## config.mk

```make
export PLATFORM = sky130hd
export DESIGN_NAME = think_tag_stream_filter
export DESIGN_NICKNAME = d
export VERILOG_FILES = /design/src/rtl/tsf_pkg.sv /design/src/rtl/think_tag_stream_filter.sv /design/src/rtl/tsf_cell.sv /design/src/rtl/tsf_core.sv /design/src/rtl/tsf_skid.sv
export SDC_FILE = /design/constraint.sdc
export NUM_CORES = 1
export LEC_CHECK = 0
export ABC_AREA = 1
export BUFFER_PORTS_ARGS = -buffer_cell sky130_fd_sc_hd__buf_2
export CAP_MARGIN = 20
export CORE_MARGIN = 2
export CORE_UTILIZATION = 51
export DETAILED_ROUTE_END_ITERATION = 6
export PLACE_DENSITY = 0.68
export SYNTH_ARGS = -nofsm -noshare
export SYNTH_HDL_FRONTEND = slang
export SYNTH_SLANG_ARGS = --single-unit
```

## constraint.sdc

```tcl
create_clock -name clock -period 4.7 [get_ports clock]
set_input_delay 0.47 -clock clock [delete_from_list [all_inputs] [get_ports clock]]
set_output_delay 0.47 -clock clock [all_outputs]
set_load 0.01 [all_outputs]
```

## src/rtl/tsf_pkg.sv

```systemverilog
// Shared constants, tag tables and types for the think-tag stream filter.
`timescale 1ns / 1ps

package tsf_pkg;

   localparam int TAIL_DEPTH = 8;
   localparam int OPEN_LEN   = 7;
   localparam int CLOSE_LEN  = 8;
   localparam int CNT_W      = $clog2(TAIL_DEPTH + 1);
   localparam int POS_W      = $clog2(TAIL_DEPTH);

   // "<think>" and "</think>", first character at index 0
   localparam logic [7:0] OPEN_TAG [OPEN_LEN] = '{
      8'h3C, 8'h74, 8'h68, 8'h69, 8'h6E, 8'h6B, 8'h3E
   };
   localparam logic [7:0] CLOSE_TAG [CLOSE_LEN] = '{
      8'h3C, 8'h2F, 8'h74, 8'h68, 8'h69, 8'h6E, 8'h6B, 8'h3E
   };

   // cells that take part in each window compare
   localparam logic [TAIL_DEPTH-1:0] OPEN_A_MASK = 8'b0011_1111;
   localparam logic [TAIL_DEPTH-1:0] OPEN_B_MASK = 8'b0111_1111;
   localparam logic [TAIL_DEPTH-1:0] OPEN_C_MASK = 8'b1111_1110;
   localparam logic [TAIL_DEPTH-1:0] CLOSE_MASK  = 8'b0111_1111;

   localparam logic CMD_DATA   = 1'b0;
   localparam logic CMD_FINISH = 1'b1;

   // per-cell compare flags
   typedef struct packed {
      logic open_a;   // new byte closes an open tag
      logic open_b;   // open tag ends at the newest held byte
      logic open_c;   // open tag ends one byte before the newest
      logic close;    // new byte closes a close tag
   } tsf_match_type;

   typedef struct packed {
      logic [7:0] out_byte;
      logic       byte_valid;
      logic       turn_end;
   } tsf_result_type;

   function automatic logic [7:0] open_char(input int idx);
      if (idx >= 0 && idx < OPEN_LEN) return OPEN_TAG[idx[2:0]];
      return 8'h00;
   endfunction

   function automatic logic [7:0] close_char(input int idx);
      if (idx >= 0 && idx < CLOSE_LEN) return CLOSE_TAG[idx[2:0]];
      return 8'h00;
   endfunction

endpackage

```

## src/rtl/think_tag_stream_filter.sv

```systemverilog
// Top level of the think-tag stream filter.
`timescale 1ns / 1ps

// Removes every span from "<think>" through "</think>" out of a byte stream.
// A data transfer (req_tuser = 0) yields at most one byte, so text streams at
// one byte per clock while the output is not stalled and no flush runs; bytes
// lag the input by up to seven positions because an eight-cell tail chain
// holds them back until no tag can still be forming. A finish transfer
// (req_tuser = 1) flushes the tail and clears the state, the flush reading one
// tail cell per cycle into the output register while the output takes them,
// and always ends with a transfer that has rsp_tlast set; when nothing is left
// to flush that transfer carries no byte (rsp_tuser = 0, rsp_tdata = 0). If no
// byte left during the turn, the flush drops a complete open tag from the tail
// and emits the rest even inside a span. req_tdata is ignored on a finish.

module think_tag_stream_filter (
   input  logic       clock,
   input  logic       reset,
   input  logic       req_tvalid,
   output logic       req_tready,
   input  logic [7:0] req_tdata,   // [7:0] data_byte
   input  logic       req_tuser,   // [0] command
   output logic       rsp_tvalid,
   input  logic       rsp_tready,
   output logic [7:0] rsp_tdata,   // [7:0] out_byte
   output logic       rsp_tuser,   // [0] byte_valid
   output logic       rsp_tlast
);

   logic                    push_valid;
   logic                    push_ready;
   tsf_pkg::tsf_result_type push_data;
   tsf_pkg::tsf_result_type out_data;

   tsf_core u_core (
      .clock      (clock),
      .reset      (reset),
      .in_valid   (req_tvalid),
      .in_ready   (req_tready),
      .in_command (req_tuser),
      .in_byte    (req_tdata),
      .push_valid (push_valid),
      .push_ready (push_ready),
      .push_data  (push_data)
   );

   tsf_skid u_skid (
      .clock      (clock),
      .reset      (reset),
      .push_valid (push_valid),
      .push_ready (push_ready),
      .push_data  (push_data),
      .out_valid  (rsp_tvalid),
      .out_ready  (rsp_tready),
      .out_data   (out_data)
   );

   assign rsp_tdata = out_data.out_byte;
   assign rsp_tuser = out_data.byte_valid;
   assign rsp_tlast = out_data.turn_end;

endmodule

```

## src/rtl/tsf_cell.sv

```systemverilog
// One tail cell: holds a byte, passes it on when the chain shifts, compares it with tag characters.
`timescale 1ns / 1ps

module tsf_cell (
   input  logic                   clock,
   input  logic                   shift_en,
   input  logic [7:0]             byte_in,
   input  logic [7:0]             ch_open_a,
   input  logic [7:0]             ch_open_b,
   input  logic [7:0]             ch_open_c,
   input  logic [7:0]             ch_close,
   output logic [7:0]             byte_out,
   output tsf_pkg::tsf_match_type match
);

   logic [7:0] byte_ff;
   logic [7:0] byte_in_sel;

   assign byte_in_sel = shift_en ? byte_in : byte_ff;

   always_ff @(posedge clock) begin
      byte_ff <= byte_in_sel;
   end

   assign byte_out     = byte_ff;
   assign match.open_a = (byte_ff == ch_open_a);
   assign match.open_b = (byte_ff == ch_open_b);
   assign match.open_c = (byte_ff == ch_open_c);
   assign match.close  = (byte_ff == ch_close);

endmodule

```

## src/rtl/tsf_core.sv

```systemverilog
// Tail cell chain with span mode, emit decision and finish flush sequencing.
`timescale 1ns / 1ps

module tsf_core (
   input  logic                    clock,
   input  logic                    reset,
   input  logic                    in_valid,
   output logic                    in_ready,
   input  logic                    in_command,
   input  logic [7:0]              in_byte,
   output logic                    push_valid,
   input  logic                    push_ready,
   output tsf_pkg::tsf_result_type push_data
);

   localparam int DEPTH = tsf_pkg::TAIL_DEPTH;
   localparam int CW    = tsf_pkg::CNT_W;
   localparam int PW    = tsf_pkg::POS_W;

   // cell k holds the byte received k transfers before the newest one
   logic [7:0]             cell_byte [DEPTH];
   tsf_pkg::tsf_match_type cell_match [DEPTH];
   logic [DEPTH-1:0]       vec_a, vec_b, vec_c, vec_d;
   logic                   shift_en;

   genvar k;
   generate
      for (k = 0; k < DEPTH; k++) begin : g_cell
         tsf_cell u_cell (
            .clock     (clock),
            .shift_en  (shift_en),
            .byte_in   ((k == 0) ? in_byte : cell_byte[(k == 0) ? 0 : k - 1]),
            .ch_open_a (tsf_pkg::open_char(tsf_pkg::OPEN_LEN - 2 - k)),
            .ch_open_b (tsf_pkg::open_char(tsf_pkg::OPEN_LEN - 1 - k)),
            .ch_open_c (tsf_pkg::open_char(tsf_pkg::OPEN_LEN - k)),
            .ch_close  (tsf_pkg::close_char(tsf_pkg::CLOSE_LEN - 2 - k)),
            .byte_out  (cell_byte[k]),
            .match     (cell_match[k])
         );
         assign vec_a[k] = cell_match[k].open_a;
         assign vec_b[k] = cell_match[k].open_b;
         assign vec_c[k] = cell_match[k].open_c;
         assign vec_d[k] = cell_match[k].close;
      end
   endgenerate

   logic          inside_ff, inside_in;
   logic          emitted_ff, emitted_in;
   logic [CW-1:0] count_ff, count_in;
   logic          flushing_ff, flushing_in;
   logic [PW-1:0] fpos_ff, fpos_in;
   logic [CW-1:0] fleft_ff, fleft_in;

   logic          accept, is_data, is_finish;
   logic          a_hit, b_hit, c_hit, d_hit;
   logic          open_hit, close_hit, data_emit;
   logic [PW-1:0] tail_top;
   logic [PW-1:0] fl_pos;
   logic [CW-1:0] fl_len;

   assign in_ready  = push_ready & ~flushing_ff;
   assign accept    = in_valid & in_ready;
   assign is_data   = accept & (in_command == tsf_pkg::CMD_DATA);
   assign is_finish = accept & (in_command == tsf_pkg::CMD_FINISH);
   assign shift_en  = is_data;

   assign a_hit = &(vec_a | ~tsf_pkg::OPEN_A_MASK);
   assign b_hit = &(vec_b | ~tsf_pkg::OPEN_B_MASK);
   assign c_hit = &(vec_c | ~tsf_pkg::OPEN_C_MASK);
   assign d_hit = &(vec_d | ~tsf_pkg::CLOSE_MASK);

   // a tag can only complete on the byte just received
   assign open_hit  = ~inside_ff & (in_byte == tsf_pkg::OPEN_TAG[tsf_pkg::OPEN_LEN-1])
                      & (count_ff >= CW'(tsf_pkg::OPEN_LEN - 1)) & a_hit;
   assign close_hit = inside_ff & (in_byte == tsf_pkg::CLOSE_TAG[tsf_pkg::CLOSE_LEN-1])
                      & (count_ff >= CW'(tsf_pkg::CLOSE_LEN - 1)) & d_hit;
   // outside a span a full window pushes the oldest byte out, tag or not
   assign data_emit = ~inside_ff & (count_ff == CW'(tsf_pkg::OPEN_LEN));

   assign tail_top = count_ff[PW-1:0] - 1'b1;

   // flush range: fl_len bytes starting at the oldest, cell fl_pos
   always_comb begin
      fl_pos = tail_top;
      fl_len = count_ff;
      if (!emitted_ff && count_ff != '0) begin
         if (count_ff == CW'(DEPTH) && c_hit) begin
            fl_pos = '0;
            fl_len = CW'(1);
         end else if (count_ff >= CW'(tsf_pkg::OPEN_LEN) && b_hit) begin
            // drop the open tag, keep the byte in front of it if any
            fl_pos = PW'(DEPTH - 1);
            fl_len = (count_ff == CW'(DEPTH)) ? CW'(1) : '0;
         end
      end else if (inside_ff) begin
         fl_len = '0;
      end
   end

   always_comb begin
      push_valid = 1'b0;
      push_data  = '{out_byte: 8'h00, byte_valid: 1'b0, turn_end: 1'b1};
      if (flushing_ff) begin
         push_valid = 1'b1;
         push_data  = '{out_byte: cell_byte[fpos_ff], byte_valid: 1'b1,
                        turn_end: (fleft_ff == CW'(1))};
      end else if (is_data && data_emit) begin
         push_valid = 1'b1;
         push_data  = '{out_byte: cell_byte[tsf_pkg::OPEN_LEN-1], byte_valid: 1'b1,
                        turn_end: 1'b0};
      end else if (is_finish && fl_len == '0) begin
         push_valid = 1'b1;
      end
   end

   always_comb begin
      inside_in   = inside_ff;
      emitted_in  = emitted_ff;
      count_in    = count_ff;
      flushing_in = flushing_ff;
      fpos_in     = fpos_ff;
      fleft_in    = fleft_ff;
      if (is_data) begin
         emitted_in = emitted_ff | data_emit;
         if (inside_ff) begin
            if (close_hit) begin
               inside_in = 1'b0;
               count_in  = '0;
            end else if (count_ff != CW'(DEPTH)) begin
               count_in = count_ff + 1'b1;
            end
         end else begin
            if (open_hit) begin
               inside_in = 1'b1;
               count_in  = '0;
            end else if (count_ff != CW'(tsf_pkg::OPEN_LEN)) begin
               count_in = count_ff + 1'b1;
            end
         end
      end
      if (is_finish) begin
         inside_in  = 1'b0;
         emitted_in = 1'b0;
         count_in   = '0;
         if (fl_len != '0) begin
            flushing_in = 1'b1;
            fpos_in     = fl_pos;
            fleft_in    = fl_len;
         end
      end
      if (flushing_ff && push_ready) begin
         fpos_in  = fpos_ff - 1'b1;
         fleft_in = fleft_ff - 1'b1;
         if (fleft_ff == CW'(1)) flushing_in = 1'b0;
      end
   end

   always_ff @(posedge clock) begin
      if (reset) begin
         inside_ff   <= 1'b0;
         emitted_ff  <= 1'b0;
         count_ff    <= '0;
         flushing_ff <= 1'b0;
         fpos_ff     <= '0;
         fleft_ff    <= '0;
      end else begin
         inside_ff   <= inside_in;
         emitted_ff  <= emitted_in;
         count_ff    <= count_in;
         flushing_ff <= flushing_in;
         fpos_ff     <= fpos_in;
         fleft_ff    <= fleft_in;
      end
   end

endmodule

```

## src/rtl/tsf_skid.sv

```systemverilog
// Two-entry output register with skid slot between the filter and the result channel.
`timescale 1ns / 1ps

module tsf_skid (
   input  logic                    clock,
   input  logic                    reset,
   input  logic                    push_valid,
   output logic                    push_ready,
   input  tsf_pkg::tsf_result_type push_data,
   output logic                    out_valid,
   input  logic                    out_ready,
   output tsf_pkg::tsf_result_type out_data
);

   logic                    main_valid_ff, main_valid_in;
   logic                    spare_valid_ff, spare_valid_in;
   tsf_pkg::tsf_result_type main_ff, main_in;
   tsf_pkg::tsf_result_type spare_ff, spare_in;
   logic                    push, out_fire;

   assign push_ready = ~spare_valid_ff;
   assign push       = push_valid & push_ready;
   assign out_fire   = main_valid_ff & out_ready;

   always_comb begin
      main_valid_in  = main_valid_ff;
      spare_valid_in = spare_valid_ff;
      main_in        = main_ff;
      spare_in       = spare_ff;
      if (main_valid_ff && !out_fire) begin
         // output stalled: park a new transfer in the spare slot
         if (push) begin
            spare_valid_in = 1'b1;
            spare_in       = push_data;
         end
      end else if (spare_valid_ff) begin
         main_valid_in  = 1'b1;
         main_in        = spare_ff;
         spare_valid_in = 1'b0;
      end else begin
         main_valid_in = push;
         main_in       = push_data;
      end
   end

   always_ff @(posedge clock) begin
      if (reset) begin
         main_valid_ff  <= 1'b0;
         spare_valid_ff <= 1'b0;
      end else begin
         main_valid_ff  <= main_valid_in;
         spare_valid_ff <= spare_valid_in;
      end
   end

   always_ff @(posedge clock) begin
      main_ff  <= main_in;
      spare_ff <= spare_in;
   end

   assign out_valid = main_valid_ff;
   assign out_data  = main_ff;

endmodule

```

**Yosys cells after proc, flatten, opt, wreduce, memory -nomap -nowiden**

Cells that the tools add are included.

- Flip-flop bits (word level): 100
- Bits of input ports: 13
- Word-level logic and storage cells: 137

- Add/subtract/negate cells: 4
- Magnitude comparators: 3
- Equality and inequality tests: 28
- Muxes and demuxes: 36
- Bitwise operators: 20
- Reduce and logical (&&, ||, !) cells: 24

Operators by type and width:

| operator | number |
|---|---|
| 8-bit by 7-bit == test with 1-bit output (second input constant) | 15 |
| 8-bit by 6-bit == test with 1-bit output (second input constant) | 7 |
| 4-bit 2-to-1 mux | 12 |
| 10-bit 2-to-1 mux | 3 |
| 8-bit binary-select mux with 3-bit select | 1 |
| 7-bit AND reduction | 3 |
| 3-bit 2-to-1 mux | 6 |
| 8-bit 2-to-1 mux | 2 |
| 1-bit bitwise AND | 13 |
| 1-bit 2-to-1 mux | 12 |
| 4-bit by 3-bit greater-or-equal comparator with 1-bit output (second input constant) | 2 |
| 4-bit nonzero test | 2 |
| 1-bit logical AND | 7 |
| 6-bit AND reduction | 1 |
| 3-bit by 1-bit subtractor with 3-bit output (second input constant) | 2 |
| 1-bit inverter | 5 |
| 4-bit by 1-bit adder with 4-bit output (second input constant) | 1 |
| 4-bit by 1-bit == test with 1-bit output (second input constant) | 1 |
| 4-bit by 3-bit == test with 1-bit output (second input constant) | 1 |
| 4-bit == test (second input constant) | 1 |
| 4-bit greater-or-equal comparator (second input constant) | 1 |
| 4-bit zero test | 1 |
| 4-bit by 3-bit inequality test with 1-bit output (second input constant) | 1 |
| 4-bit inequality test (second input constant) | 1 |
| other kinds (10) | 14 |

**Logic depth before layout (Yosys ltp)**

Gate-level depths: netlist of run 1.

- Depth after elaboration: 13
- Mapped depth: 16
- Gate-level depth less buffers: 16

**Cells and area by module**

A second synthesis of run 1 with hierarchy kept.

- Cell total of the unflattened synthesis: 1767
- Area total of the unflattened synthesis: 9506.6 um^2

By module, submodules not included:

| module | times used | cells an instance | area each (um^2) | seq. area each (um^2) |
|---|---|---|---|---|
| tsf_cell | 8 | 172 | 855.8 | 240.2 |
| tsf_core | 1 | 326 | 1844.3 | 280.3 |
| tsf_skid | 1 | 65 | 815.8 | 640.6 |

**Worst setup path after synthesis of run 1**

OpenSTA, ideal clock, no wires.

- Path kind: register to register
- From: reg u_core.flushing_ff
- To: reg u_skid.spare_ff[0] in the netlist's numbering (enable)
- Setup time: 0.383 ns
- Arrival: 3.633 ns
- Required time: 4.317 ns
- Path slack: 0.684 ns
- Stages on the path, launching flop included: 8
- Period minus slack after synthesis: 4.016 ns
- Cells stage by stage: dfxtp_1 -> buf_2 -> nor2_1 -> nand2_1 -> nor2_2 -> nand2_1 -> buf_2 -> a31oi_1

RTL lines:

| element | line | RTL |
|---|---|---|
| start: declaration | tsf_core.sv:50 | `logic flushing_ff, flushing_in;` |
| start signal: assignment | tsf_core.sv:170 | `flushing_ff <= flushing_in;` |
| 1-bit inverter | tsf_core.sv:61 | `assign in_ready = push_ready & ~flushing_ff;` |
| 1-bit bitwise AND | tsf_core.sv:61 |  |
| named net req_tready | think_tag_stream_filter.sv:20 | `output logic req_tready,` |
| 1-bit bitwise AND | tsf_core.sv:62 | `assign accept = in_valid & in_ready;` |
| 1-bit bitwise AND | tsf_core.sv:63 | `assign is_data = accept & (in_command == tsf_pkg::CMD_DATA);` |
| named net u_core.g_cell[0].u_cell.shift_en | tsf_cell.sv:6 | `input logic shift_en,` |
| 1-bit logical AND | tsf_core.sv:107 | `end else if (is_data && data_emit) begin` |
| 1-bit 2-to-1 mux | tsf_core.sv:107 |  |
| 1-bit 2-to-1 mux | tsf_core.sv:103 | `if (flushing_ff) begin` |
| 1-bit bitwise AND | tsf_skid.sv:22 | `assign push = push_valid & push_ready;` |
| 2-bit AND reduction (no source line) | -- |  |
| end signal: assignment | tsf_skid.sv:58 | `spare_ff <= spare_in;` |
| end: declaration | tsf_skid.sv:18 | `tsf_pkg::tsf_result_type spare_ff, spare_in;` |

The timed path passes the listed nets, and every way through them passes these cells.
A chain may end at the register's enable or synchronous reset.

**Final worst setup path of run 1**

- From: reg u_core.count_ff[1]
- To: reg u_skid.spare_ff[8] in the netlist's numbering (enable)

- Longest elaborated chain between the ends: 12

Ends and longest elaborated chain:

| element | line | RTL |
|---|---|---|
| start: declaration | tsf_core.sv:49 | `logic [CW-1:0] count_ff, count_in;` |
| start signal: assignment | tsf_core.sv:169 | `count_ff <= count_in;` |
| 4-bit by 3-bit greater-or-equal comparator with 1-bit output or 4-bit == test (tied branches) | tsf_core.sv:90, tsf_core.sv:87, tsf_core.sv:93 |  |
| 1-bit logical AND or 1-bit 2-to-1 mux (tied branches) | tsf_core.sv:90, tsf_core.sv:93 |  |
| 4-bit 2-to-1 mux | tsf_core.sv:90 | `end else if (count_ff >= CW'(tsf_pkg::OPEN_LEN) && b_hit) begin` |
| 4-bit 2-to-1 mux | tsf_core.sv:87 | `if (count_ff == CW'(DEPTH) && c_hit) begin` |
| 4-bit 2-to-1 mux | tsf_core.sv:86 | `if (!emitted_ff && count_ff != '0) begin` |
| 4-bit zero test | tsf_core.sv:111 | `end else if (is_finish && fl_len == '0) begin` |
| 1-bit logical AND | tsf_core.sv:111 |  |
| 1-bit 2-to-1 mux | tsf_core.sv:111 |  |
| 1-bit 2-to-1 mux (*) | tsf_core.sv:107 |  |
| 1-bit 2-to-1 mux (*) | tsf_core.sv:103 |  |
| 1-bit bitwise AND (*) | tsf_skid.sv:22 |  |
| 2-bit AND reduction (no source line) (*) | -- |  |

Every way passes the cells marked *; elsewhere a longest branch is shown, timed or not.

==> flow_metrics.env, run 1 <==
export IMPL_hold_viol=0
export IMPL_critPathMostFrequentCell="nand2_2"
export IMPL_drt_pre_antenna_iters=5
export IMPL_io_pins=25
export IMPL_synth_largest_area_cell="edfxtp_1"
export IMPL_worstPathRequired_ns=4.81
export IMPL_drc=0
export IMPL_clock_power_share_pct=29.5
export IMPL_die_w_um=106.5
export IMPL_dp_hpwl_um=9759
export IMPL_finalWirelength_um=13210
export IMPL_rsz0062_at_grt="false"
export IMPL_rows=37
export IMPL_power_switching_uw=494.2
export IMPL_port_buffers=24
export IMPL_grt_pass1_vias=4063
export IMPL_reg2reg_slack_ns=2.00
export IMPL_slew_violations=0
export IMPL_clkSinkCount=100
export IMPL_post_cts_buffers=0
export IMPL_finalSetupTns_ns=0
export IMPL_netlist_area_sq_mm=0.005354
export IMPL_antenna_found_initial=0
export IMPL_period_share_pct=57.35
export IMPL_cts_tree="yes"
export IMPL_slew_limit_headroom_pct=44.44
export IMPL_ys_ff_latch=100
export IMPL_postRouteAntennaNets=0
export IMPL_synth_cell_type_count=36
export IMPL_path_cells="ha_1 > nand2_2 > nand2_2 > nand3_1 > nor2_2 > nand2_2 > nand3_2 > nand2_2 > o21ai_2 > nand4_1 > a31oi_1 > buf_4"
export IMPL_tightest_slew_ns=0.8334
export IMPL_drtIter0Drc=429
export IMPL_worst_path_stages=12
export IMPL_period_minus_slack_ns=2.695
export IMPL_postCtsHoldBufs=0
export IMPL_critPathKind="reg -> reg"
export IMPL_end_kind="register"
export IMPL_vias=4360
export IMPL_synthCells=617
export IMPL_cts_max_level=3
export IMPL_cp_num_buf_inv=1
export IMPL_crit_slowest_cell="dfxtp_1"
export IMPL_slowest_delay_ns=0.45
export IMPL_routabilityCongestion=0.9694
export IMPL_vias_per_cell=5.604
export IMPL_powerDensity_mw_per_mm2=311.5
export IMPL_crit_start="u_core.count_ff[1]"
export IMPL_core_region_area_sq_mm=0.01028
export IMPL_cts_buffers=9
export IMPL_final_cell_count_no_fill=778
export IMPL_seqPwrFrac_pct=58.4
export IMPL_dp_cells=760
export IMPL_grt_pass1_wl_um=21200
export IMPL_r2r_end="u_skid.spare_ff[8]"
export IMPL_crit_fanout=7
export IMPL_outcome="complete, no violations"
export IMPL_hold_path_class="in -> reg"
export IMPL_synth_fp_nets=636
export IMPL_peakVddDrop_uv=238.5
export IMPL_path_delay_family="simple AND/OR/NAND/NOR gates"
export IMPL_grt_max_degree=67
export IMPL_clk_pin_slew_worst_paths_ns=0.10
export IMPL_drv_cap=0
export IMPL_arrival_ns=2.80
export IMPL_wl_per_cell_um=16.98
export IMPL_max_freq_ghz=0.3710
export IMPL_startpoint_type="register"
export IMPL_grt_use_total_pct=24.84
export IMPL_grt_overflow=0
export IMPL_clk_path_buf_depth=2
export IMPL_synth_area_leaders="edfxtp_1 (47%), nand2_1 (8.4%), dfxtp_1 (6.0%)"
export IMPL_regToRegStartpoint="u_core.count_ff[1]"
export IMPL_intPower_mw=1.308
export IMPL_rr_worst_depth=12
export IMPL_finalSetupViolations=0
export IMPL_yosys_area_top_type_share_pct=47.11
export IMPL_die_h_um=106.5
export IMPL_cts_repair_resized=0
export IMPL_initial_utilization_pct=52.09
export IMPL_pwr_share_comb_pct=12.1
export IMPL_nNetsFinal=656
export IMPL_crit_end="u_skid.spare_ff[8]"
export IMPL_final_util_pct=56.31
export IMPL_clock_latency_ns=0.39
export IMPL_antenna_cells=0
export IMPL_synth_seq_area_share_pct=53.10
export IMPL_dieArea_sq_mm=0.01133
export IMPL_yosys_warnings=0
export IMPL_leakage_nw=2.223
export IMPL_area_growth_pct=8.086
export IMPL_p_sw_share_pct=27.42
export IMPL_cts_root_buf="clkbuf_8"
export IMPL_skew_ns=0.01421
export IMPL_avgSynthCellArea_sq_um=8.677
export IMPL_drive_gt1_share_pct=15.58
==> cells in the final DEF, fill, tap and decap left out, types with 9 or more instances in the layout <==
cell type	netlist	routed
a21oi_1	42	42
buf_2	4	24
clkbuf_8	0	9
dfxtp_1	16	16
edfxtp_1	84	84
inv_1	54	54
inv_2	16	16
nand2_1	120	120
nand2_2	9	9
nand3_1	53	53
nand4_1	16	16
nor2_1	67	67
nor2_2	16	15
nor3_1	11	11
o21ai_0	41	41
==> sequential cells by signal, indices dropped and copies added (netlist names) <==
name                           cells
u_skid.out_valid                   1
u_core.count_ff                    4
u_skid.spare_ff                   10
u_core.flushing_ff                 1
u_core.fleft_ff                    4
u_skid.out_data                   10
u_core.inside_ff                   1
u_skid.spare_valid_ff              1
u_core.fpos_ff                     3
u_core.emitted_ff                  1
u_core.g_cell.u_cell.byte_out     64
==> kinds of logic after synthesis <==
kind of cell,share of synthesized area (%)
buffers and inverters,6.941
adder cells (fa/ha/maj),1.402
AO/OA/AOI/OAI,10.03
AND/OR/NAND/NOR,28.04
flip-flops,53.10
XOR/XNOR,0.4909
==> metrics by stage <==
step                hold slack, ns  cell area [sq um]  setup WS, ns  power [mW]
finish                      0.2618               5787         2.005       1.803
global route                0.2495               5787         1.735       1.885
CTS                         0.2411               5752         1.798       1.812
detailed placement          0.4640               5565         1.820       1.282
global placement            0.4501               5565         1.903       1.279
floorplan                   0.4441               5354        0.6842       1.212
==> area by class of cell <==
type                            instances  area [sq um]
Tap cell                              136         170.2
Timing Repair Buffer                   28         170.2
Multi-Input combinational cell        426          2145
Clock buffer                           12         156.4
Inverter                               72         272.8
Sequential cell                       100          2843
Clock inverter                          4         30.03
Fill cell                             973          4491
==> layer usage <==
| metal | part of all wire, % | GRT usage, % | up-vias |
|---|---|---|---|
| met5 | 0 | 0 | - |
| met4 | 2.0 | 10.58 | 0 |
| met3 | 6.4 | 4.660 | 18 |
| met2 | 45 | 37.68 | 165 |
| met1 | 47 | 35.01 | 2044 |
| li1 | - | - | 2133 |
==> worst min path at each step <==
stage                                              from                                  end  depth (start not counted)  slack [ns]
floorplan           u_core.g_cell[2].u_cell.byte_out[5]  u_core.g_cell[3].u_cell.byte_out[5]                          0        0.44
global placement    u_core.g_cell[2].u_cell.byte_out[4]  u_core.g_cell[3].u_cell.byte_out[4]                          0        0.45
detailed placement  u_core.g_cell[3].u_cell.byte_out[6]  u_core.g_cell[4].u_cell.byte_out[6]                          0        0.46
CTS                                        req_tdata[4]  u_core.g_cell[0].u_cell.byte_out[4]                          1        0.24
global route                               req_tdata[7]  u_core.g_cell[0].u_cell.byte_out[7]                          1        0.25
finish                                     req_tdata[4]  u_core.g_cell[0].u_cell.byte_out[4]                          1        0.26
==> power by group through the flow <==
stage / Clock, mW / Sequential, mW / Combinational [mW]
detailed placement: 0 / 1.07 / 0.211
floorplan: 0 / 1.06 / 0.156
global placement: 0 / 1.07 / 0.208
CTS: 0.549 / 1.05 / 0.212
global route: 0.581 / 1.06 / 0.245
finish: 0.532 / 1.05 / 0.218
==> cell usage after synthesis <==
cell      number
a31oi_1        3
nand4_4        1
nor2_1        67
o21ai_1        8
nand4_1       16
a21oi_1       42
nand2_2        9
inv_2         16
nor2_4         4
nand3_2        3
buf_4          2
dfxtp_1       16
o21bai_1       1
nor4_1         6
nand3b_1       1
clkbuf_1      10
edfxtp_1      84
nand3_1       53
inv_1         54
clkbuf_4       2
clkinv_1       1
or2_2          2
buf_2          4
nand2_4        3
inv_4          1
o211ai_1       5
xor2_1         3
buf_6          1
nand2_1      120
ha_1           6
nor2_2        16
nor3_1        11
nand2_8        1
o21ai_2        2
o21ai_0       41
nor3b_1        2
Power figures use the tool's default switching activity.
==> run 2, diff against run 1 <==
--- a/config.mk
+++ b/config.mk
@@ -11,7 +11,7 @@
 export CORE_MARGIN = 2
 export CORE_UTILIZATION = 51
 export DETAILED_ROUTE_END_ITERATION = 6
-export PLACE_DENSITY = 0.68
+export PLACE_DENSITY = 0.71
 export SYNTH_ARGS = -nofsm -noshare
 export SYNTH_HDL_FRONTEND = slang
 export SYNTH_SLANG_ARGS = --single-unit
==> constraint.sdc (replaced) <==
create_clock -name clock -period 2.4 [get_ports clock]
set_input_delay 0.24 -clock clock [delete_from_list [all_inputs] [get_ports clock]]
set_output_delay 0.24 -clock clock [all_outputs]
set_load 0.01 [all_outputs]
==> run 2 against run 1 <==
  * Hold slack worse by 0.21 ns
  * Sequential power is 94% higher
  * Critical path depth stayed put
  * Register-to-register slack worse by 1.9 ns
  * Clock power is 120% higher
  * Sequential share of layout area is 2.8 points lower
  * Critical endpoint is now u_skid.spare_ff[3]
==> flow_metrics.env, run 2 (same netlist as run 1, synthesis figures left out) <==
export IMPL_outcome="complete, no violations"
export IMPL_peakVddDrop_uv=370.5
export IMPL_port_buffers=24
export IMPL_cts_buffers=9
export IMPL_powerDensity_mw_per_mm2=600.3
export IMPL_postRouteAntennaNets=0
export IMPL_holdPathStages=1
export IMPL_path_cells="inv_2 > nand2_1 > nor2_1 > nand2_1 > nor2_1 > nand3_1 > o21ai_1 > nand2_1 > nand2_4 > nand4_1 > a31oi_4 > buf_12"
export IMPL_area_growth_pct=14.63
export IMPL_grt_overflow=0
export IMPL_intPower_mw=2.719
export IMPL_vias=4527
export IMPL_finalWirelength_um=13740
export IMPL_startpoint_type="register"
export IMPL_rr_worst_depth=12
export IMPL_die_h_um=106.5
export IMPL_hold_path_class="in -> reg"
export IMPL_grt_met1_usage_pct=33.91
export IMPL_grt_pass1_vias=4293
export IMPL_power_mw=3.684
export IMPL_dp_hpwl_um=10340
export IMPL_drive_gt1_share_pct=22.01
export IMPL_drv_cap=0
export IMPL_core_region_area_sq_mm=0.01028
export IMPL_slew_violations=0
export IMPL_hold_end="u_core.g_cell[0].u_cell.byte_out[4]"
export IMPL_grt_use_met3_pct=4.598
export IMPL_p_sw_share_pct=26.21
export IMPL_seqPwrFrac_pct=55.3
export IMPL_clk_pin_slew_worst_paths_ns=0.09
export IMPL_period_share_pct=96.24
export IMPL_clock_latency_ns=0.37
export IMPL_max_freq_ghz=0.4330
export IMPL_finalSetupTns_ns=0
export IMPL_slowest_delay_ns=0.46
export IMPL_r2r_end="u_skid.spare_ff[3]"
export IMPL_finalSetupViolations=0
export IMPL_drc=0
export IMPL_antenna_cells=0
export IMPL_crit_fanout=10
export IMPL_arrival_ns=2.40
export IMPL_cts_root_buf="clkbuf_8"
export IMPL_period_minus_slack_ns=2.310
export IMPL_use_met2_pct=39.79
export IMPL_cts_tree="yes"
export IMPL_tightest_slew_ns=0.5488
export IMPL_cts_max_level=3
export IMPL_hold_slack_ns=0.05618
export IMPL_rows=37
export IMPL_grt_use_total_pct=25.02
export IMPL_io_pins=25
export IMPL_hold_viol=0
export IMPL_skew_ns=0.008055
export IMPL_end_kind="register"
export IMPL_rsz0062_at_grt="true"
export IMPL_grt_max_degree=66
export IMPL_clock_power_share_pct=31.1
export IMPL_antenna_found_initial=0
export IMPL_largest_reg_flops=64
export IMPL_worstPathRequired_ns=2.49
export IMPL_reg2reg_slack_ns=0.09
export IMPL_pwr_share_comb_pct=13.6
export IMPL_n_fill_cell=931
export IMPL_postCtsHoldBufs=0
export IMPL_dieArea_sq_mm=0.01133
export IMPL_regToRegStartpoint="u_core.g_cell[5].u_cell.byte_out[4]"
export IMPL_wl_per_cell_um=16.90
export IMPL_crit_slowest_cell="edfxtp_1"
export IMPL_grt_pass1_wl_um=21910
export IMPL_dp_cells=791
export IMPL_clkSinkCount=100
export IMPL_power_switching_uw=965.8
export IMPL_initial_utilization_pct=52.09
export IMPL_drt_pre_antenna_iters=5
export IMPL_final_cell_count_no_fill=813
export IMPL_nNetsFinal=692
export IMPL_min_from="req_tdata[4]"
export IMPL_clk_path_buf_depth=2
export IMPL_grt_busiest_layer="met2"
export IMPL_critPathMostFrequentCell="nand2_1"
export IMPL_final_common_cell="nand2_1"
export IMPL_layout_common_cells="nand2_1 (114), edfxtp_1 (84), nor2_1 (63), inv_1 (53), nand3_1 (53)"
export IMPL_die_w_um=106.5
export IMPL_drtIter0Drc=465
export IMPL_path_delay_family="simple AND/OR/NAND/NOR gates"
export IMPL_slew_limit_headroom_pct=63.37
export IMPL_critPathKind="reg -> reg"
export IMPL_leakage_nw=2.401
export IMPL_routabilityCongestion=0.9921
export IMPL_cp_num_buf_inv=2
export IMPL_vias_per_cell=5.568
-- run 2: cell count changes in the layout (fill, tap and decap cells not counted), moves of 3 or more --
cell and change:
buf_4 +35, nand2_1 -6, nand2_2 +6, nor2_1 -4
nor2_4 +3
-- run 2: per-layer routing --
| metal | vias up | share of wire [%] |
|---|---|---|
| met2 | 162 | 47 |
| li1 | 2205 | - |
| met1 | 2132 | 44 |
| met4 | 0 | 2.5 |
| met5 | - | 0 |
| met3 | 28 | 6.7 |
-- run 2: worst max-delay path by stage --
| stage | end | from | slack (ns) | cells past startpoint |
|---|---|---|---|---|
| 2_1_floorplan | u_skid.spare_ff[0] | u_core.flushing_ff | -0.25 | 7 |
| 3_3_place_gp | u_skid.spare_ff[7] | u_core.g_cell[1].u_cell.byte_out[0] | 0.07 | 12 |
| 3_5_place_dp | u_skid.spare_ff[7] | u_core.count_ff[0] | 0.01 | 12 |
| 4_1_cts | u_skid.spare_ff[3] | u_core.count_ff[0] | 0.02 | 12 |
| 5_1_grt | u_skid.spare_ff[3] | u_core.g_cell[2].u_cell.byte_out[0] | -0.02 | 12 |
| 6_report | u_skid.spare_ff[3] | u_core.g_cell[5].u_cell.byte_out[4] | 0.09 | 12 |
-- run 2: stage by stage --
step / instance area [sq um] / util [%] / worst slack [ns]
after detailed placement: 5851 / 56.93 / 0.01317
after CTS: 6062 / 58.98 / 0.01704
after floorplan: 5399 / - / -0.2453
after global routing: 6137 / 59.72 / -0.01567
final: 6137 / 59.72 / 0.09031
after global placement: 5851 / 56.93 / 0.07131
-- run 2: layout make-up --
cell class / count / area (sq um) / share of cell area (%)
clock buffer: 9 / 123.9 / 2.018
clock inverter: 6 / 80.08 / 1.305
inverter: 72 / 272.8 / 4.444
multi-input combinational: 426 / 2200 / 35.84
sequential: 100 / 2845 / 46.36
tap: 136 / 170.2 / 2.773
timing repair buffer: 64 / 445.4 / 7.258
-- run 2: what timing repair did --
| item | in CTS | in global routing |
|---|---|---|
| setup endpoints to repair | 10 | 10 |
| setup buffers | 1 | 6 |
| pin swaps | 1 | 5 |
| gates resized for setup | 0 | 12 |
| endpoints found under the hold margin | 0 | 0 |
-- run 2: worst register-to-register path, stage by stage (launching register included) --
cell      delay (ns)
edfxtp_1        0.46
inv_2           0.08
nand2_1         0.10
nor2_1          0.14
nand2_1         0.06
nor2_1          0.13
nand3_1         0.12
o21ai_1         0.14
nand2_1         0.11
nand2_4         0.07
nand4_1         0.20
a31oi_4         0.27
buf_12          0.15
-- run 2: power groups by stage --
stage	logic, mW	clock network, mW	registers, mW
after CTS	0.482	1.16	2.04
after global placement	0.472	0	2.07
final	0.500	1.15	2.04
after detailed placement	0.478	0	2.08
after floorplan	0.312	0	2.07
after global routing	0.550	1.22	2.05
==> run 3, diff against run 2 <==
--- a/config.mk
+++ b/config.mk
@@ -11,7 +11,7 @@
 export CORE_MARGIN = 2
 export CORE_UTILIZATION = 51
 export DETAILED_ROUTE_END_ITERATION = 6
-export PLACE_DENSITY = 0.71
+export PLACE_DENSITY = 0.68
 export SYNTH_ARGS = -nofsm -noshare
 export SYNTH_HDL_FRONTEND = slang
 export SYNTH_SLANG_ARGS = --single-unit
==> constraint.sdc (replaced) <==
create_clock -name clock -period 2.2 [get_ports clock]
set_input_delay 0.22 -clock clock [delete_from_list [all_inputs] [get_ports clock]]
set_output_delay 0.22 -clock clock [all_outputs]
set_load 0.01 [all_outputs]
==> run 3 against run 2 <==
  * The run now ends with setup timing left
  * Clock skew up 0.0062 ns
  * Die area unchanged
  * Critical path type unchanged
  * First-iteration DRC count down 20%
  * Register-to-register slack worse by 0.12 ns
  * Critical endpoint is now u_skid.spare_ff[8]
  * Critical path depth up 1
  * Maximum frequency up 3.5%
  * Via count up 3.5%
  * Routed wire length up 6.2%
  * Cell area up 5.9%
  * Total power up 8.5%
==> flow_metrics.env, run 3 (same netlist as run 1, synthesis figures left out) <==
export IMPL_hold_viol=0
export IMPL_vias=4684
export IMPL_grt_use_total_pct=27.36
export IMPL_cts_buffers=9
export IMPL_n_fill_cell=890
export IMPL_outcome="finished with violations"
export IMPL_drive_gt1_share_pct=27.11
export IMPL_min_from="req_tdata[5]"
export IMPL_layout_common_cells="nand2_1 (115), edfxtp_1 (84), buf_4 (78), nor2_1 (61)"
export IMPL_drtIter0Drc=371
export IMPL_hold_slack_ns=0.01953
export IMPL_path_cells="nor2_1 > nand2_2 > buf_6 > nor2_2 > nand2_1 > nor2_1 > nand2_1 > nand3_2 > nand2_2 > o21ai_2 > nand4_1 > a31oi_4 > buf_12"
export IMPL_period_share_pct=101.5
export IMPL_peakVddDrop_uv=493.2
export IMPL_nNetsFinal=738
export IMPL_dp_hpwl_um=10960
export IMPL_finalSetupViolations=10
export IMPL_grt_pass1_vias=4537
export IMPL_fin_area_sq_mm=0.006497
export IMPL_hold_path_class="in -> reg"
export IMPL_cts_tree="yes"
export IMPL_reg2reg_slack_ns=-0.03
export IMPL_routabilityCongestion=0.9611
export IMPL_io_pins=25
export IMPL_rows=37
export IMPL_clkSinkCount=100
export IMPL_drt_pre_antenna_iters=5
export IMPL_slowest_delay_ns=0.41
export IMPL_dieArea_sq_mm=0.01133
export IMPL_initial_utilization_pct=52.09
export IMPL_port_buffers=24
export IMPL_area_growth_pct=21.36
export IMPL_dp_cells=837
export IMPL_drc=0
export IMPL_cts_max_level=3
export IMPL_clk_path_buf_depth=2
export IMPL_rsz0062_at_grt="true"
export IMPL_finalWirelength_um=14600
export IMPL_violations="setup timing"
export IMPL_final_common_cell="nand2_1"
export IMPL_clk_pin_slew_worst_paths_ns=0.10
export IMPL_holdPathStages=1
export IMPL_fin_ws_ns=-0.03191
export IMPL_cts_root_buf="clkbuf_8"
export IMPL_largest_reg_flops=64
export IMPL_arrival_ns=2.35
export IMPL_die_h_um=106.5
export IMPL_drv_cap=0
export IMPL_period_minus_slack_ns=2.232
export IMPL_postRouteAntennaNets=0
export IMPL_hold_end="u_core.g_cell[0].u_cell.byte_out[5]"
export IMPL_antenna_cells=0
export IMPL_critPathKind="reg -> reg"
export IMPL_grt_max_degree=40
export IMPL_worstPathRequired_ns=2.31
export IMPL_die_w_um=106.5
export IMPL_powerDensity_mw_per_mm2=615.5
export IMPL_wl_per_cell_um=16.99
export IMPL_vias_per_cell=5.453
export IMPL_clock_latency_ns=0.39
export IMPL_slew_limit_headroom_pct=61.03
export IMPL_tightest_slew_ns=0.5839
export IMPL_final_cell_count_no_fill=859
export IMPL_antenna_found_initial=0
export IMPL_startpoint_type="register"
export IMPL_end_kind="register"
export IMPL_rr_worst_depth=13
export IMPL_skew_ns=0.01427
export IMPL_placed_cell_area_sq_mm=0.006196
export IMPL_crit_fanout=10
export IMPL_leakage_nw=2.625
export IMPL_core_region_area_sq_mm=0.01028
export IMPL_slew_violations=0
export IMPL_grt_pass1_wl_um=23490
export IMPL_crit_slowest_cell="edfxtp_1"
export IMPL_grt_overflow=0
export IMPL_regToRegStartpoint="u_core.g_cell[3].u_cell.byte_out[4]"
export IMPL_max_freq_ghz=0.4480
export IMPL_r2r_end="u_skid.spare_ff[8]"
[run 3: changes by cell type in the layout (fill, tap and decap cells not counted), sizes merged]
cell | before | now
inv | 71 | 72
buf | 64 | 105
clkinvlp | 2 | 0
dlygate4sd3 | 0 | 5
bufinv | 2 | 1
clkinv | 3 | 5
[run 3: through the flow]
stage	TNS (ns)	setup WS (ns)	util [%]	total power, mW
final	-0.3015	-0.03191	63.22	3.999
after global routing	-1.907	-0.1882	63.22	4.166
after CTS	-0.2794	-0.02972	62.73	4.013
after detailed placement	-0.6050	-0.06079	60.29	2.838
after global placement	-0.1374	-0.05043	60.29	2.829
after floorplan	-7.885	-0.4445	-	2.594
[run 3: layout make-up]
| class | count | area (sq um) | area share, % |
|---|---|---|---|
| Multi-Input combinational cell | 426 | 2215 | 34.08 |
| Sequential cell | 100 | 2844 | 43.77 |
| Clock inverter | 6 | 65.06 | 1.001 |
| Tap cell | 136 | 170.2 | 2.619 |
| Clock buffer | 9 | 123.9 | 1.906 |
| Timing Repair Buffer | 110 | 807.0 | 12.42 |
| Inverter | 72 | 272.8 | 4.198 |
[run 3: worst max path at each step]
stage	startpoint	endpoint	slack (ns)
3_5_place_dp	u_core.count_ff[1]	u_skid.spare_ff[8]	-0.06
4_1_cts	u_core.g_cell[3].u_cell.byte_out[4]	u_skid.spare_ff[8]	-0.03
6_report	u_core.g_cell[3].u_cell.byte_out[4]	u_skid.spare_ff[8]	-0.03
3_3_place_gp	u_core.g_cell[2].u_cell.byte_out[7]	u_core.count_ff[3]	-0.05
5_1_grt	u_core.g_cell[3].u_cell.byte_out[4]	u_skid.spare_ff[9]	-0.19
2_1_floorplan	u_core.flushing_ff	u_skid.spare_ff[0]	-0.44
[run 3: report_power, final]
| group | internal, mW | total (mW) | leakage [nW] | switching (mW) |
|---|---|---|---|---|
| sequential | 2.15 | 2.21 | 0.950 | 0.0639 |
| clock | 0.522 | 1.18 | 0.0971 | 0.657 |
| combinational | 0.226 | 0.606 | 1.58 | 0.380 |
| total | 2.90 | 4.00 | 2.63 | 1.10 |
[run 3: routing by layer]
layer	track usage, %	share of wire (%)	up-vias	wire length (um)
met5	0	0	-	0
met3	6.438	6.9	24	1012
met4	8.813	2.0	0	293
met2	43.50	46	174	6775
met1	37.18	45	2183	6517
li1	-	-	2303	-
[run 3: critical path, delay by kind of cell, from the launching register on]
kind	cells	cell delay, ns
flip-flops	1	0.41
buffers and inverters	2	0.29
AND/OR/NAND/NOR	9	0.97
AO/OA/AOI/OAI	2	0.29
[run 3: what timing repair did]
action | 4_1_cts | 5_1_grt
hold buffers | 4 | 1
gates resized for setup | 8 | 8
cloned | 0 | 0
hold endpoints to repair | 4 | 1
setup endpoints to repair | 10 | 21
buffers inserted | 0 | 2
pin swaps | 1 | 3
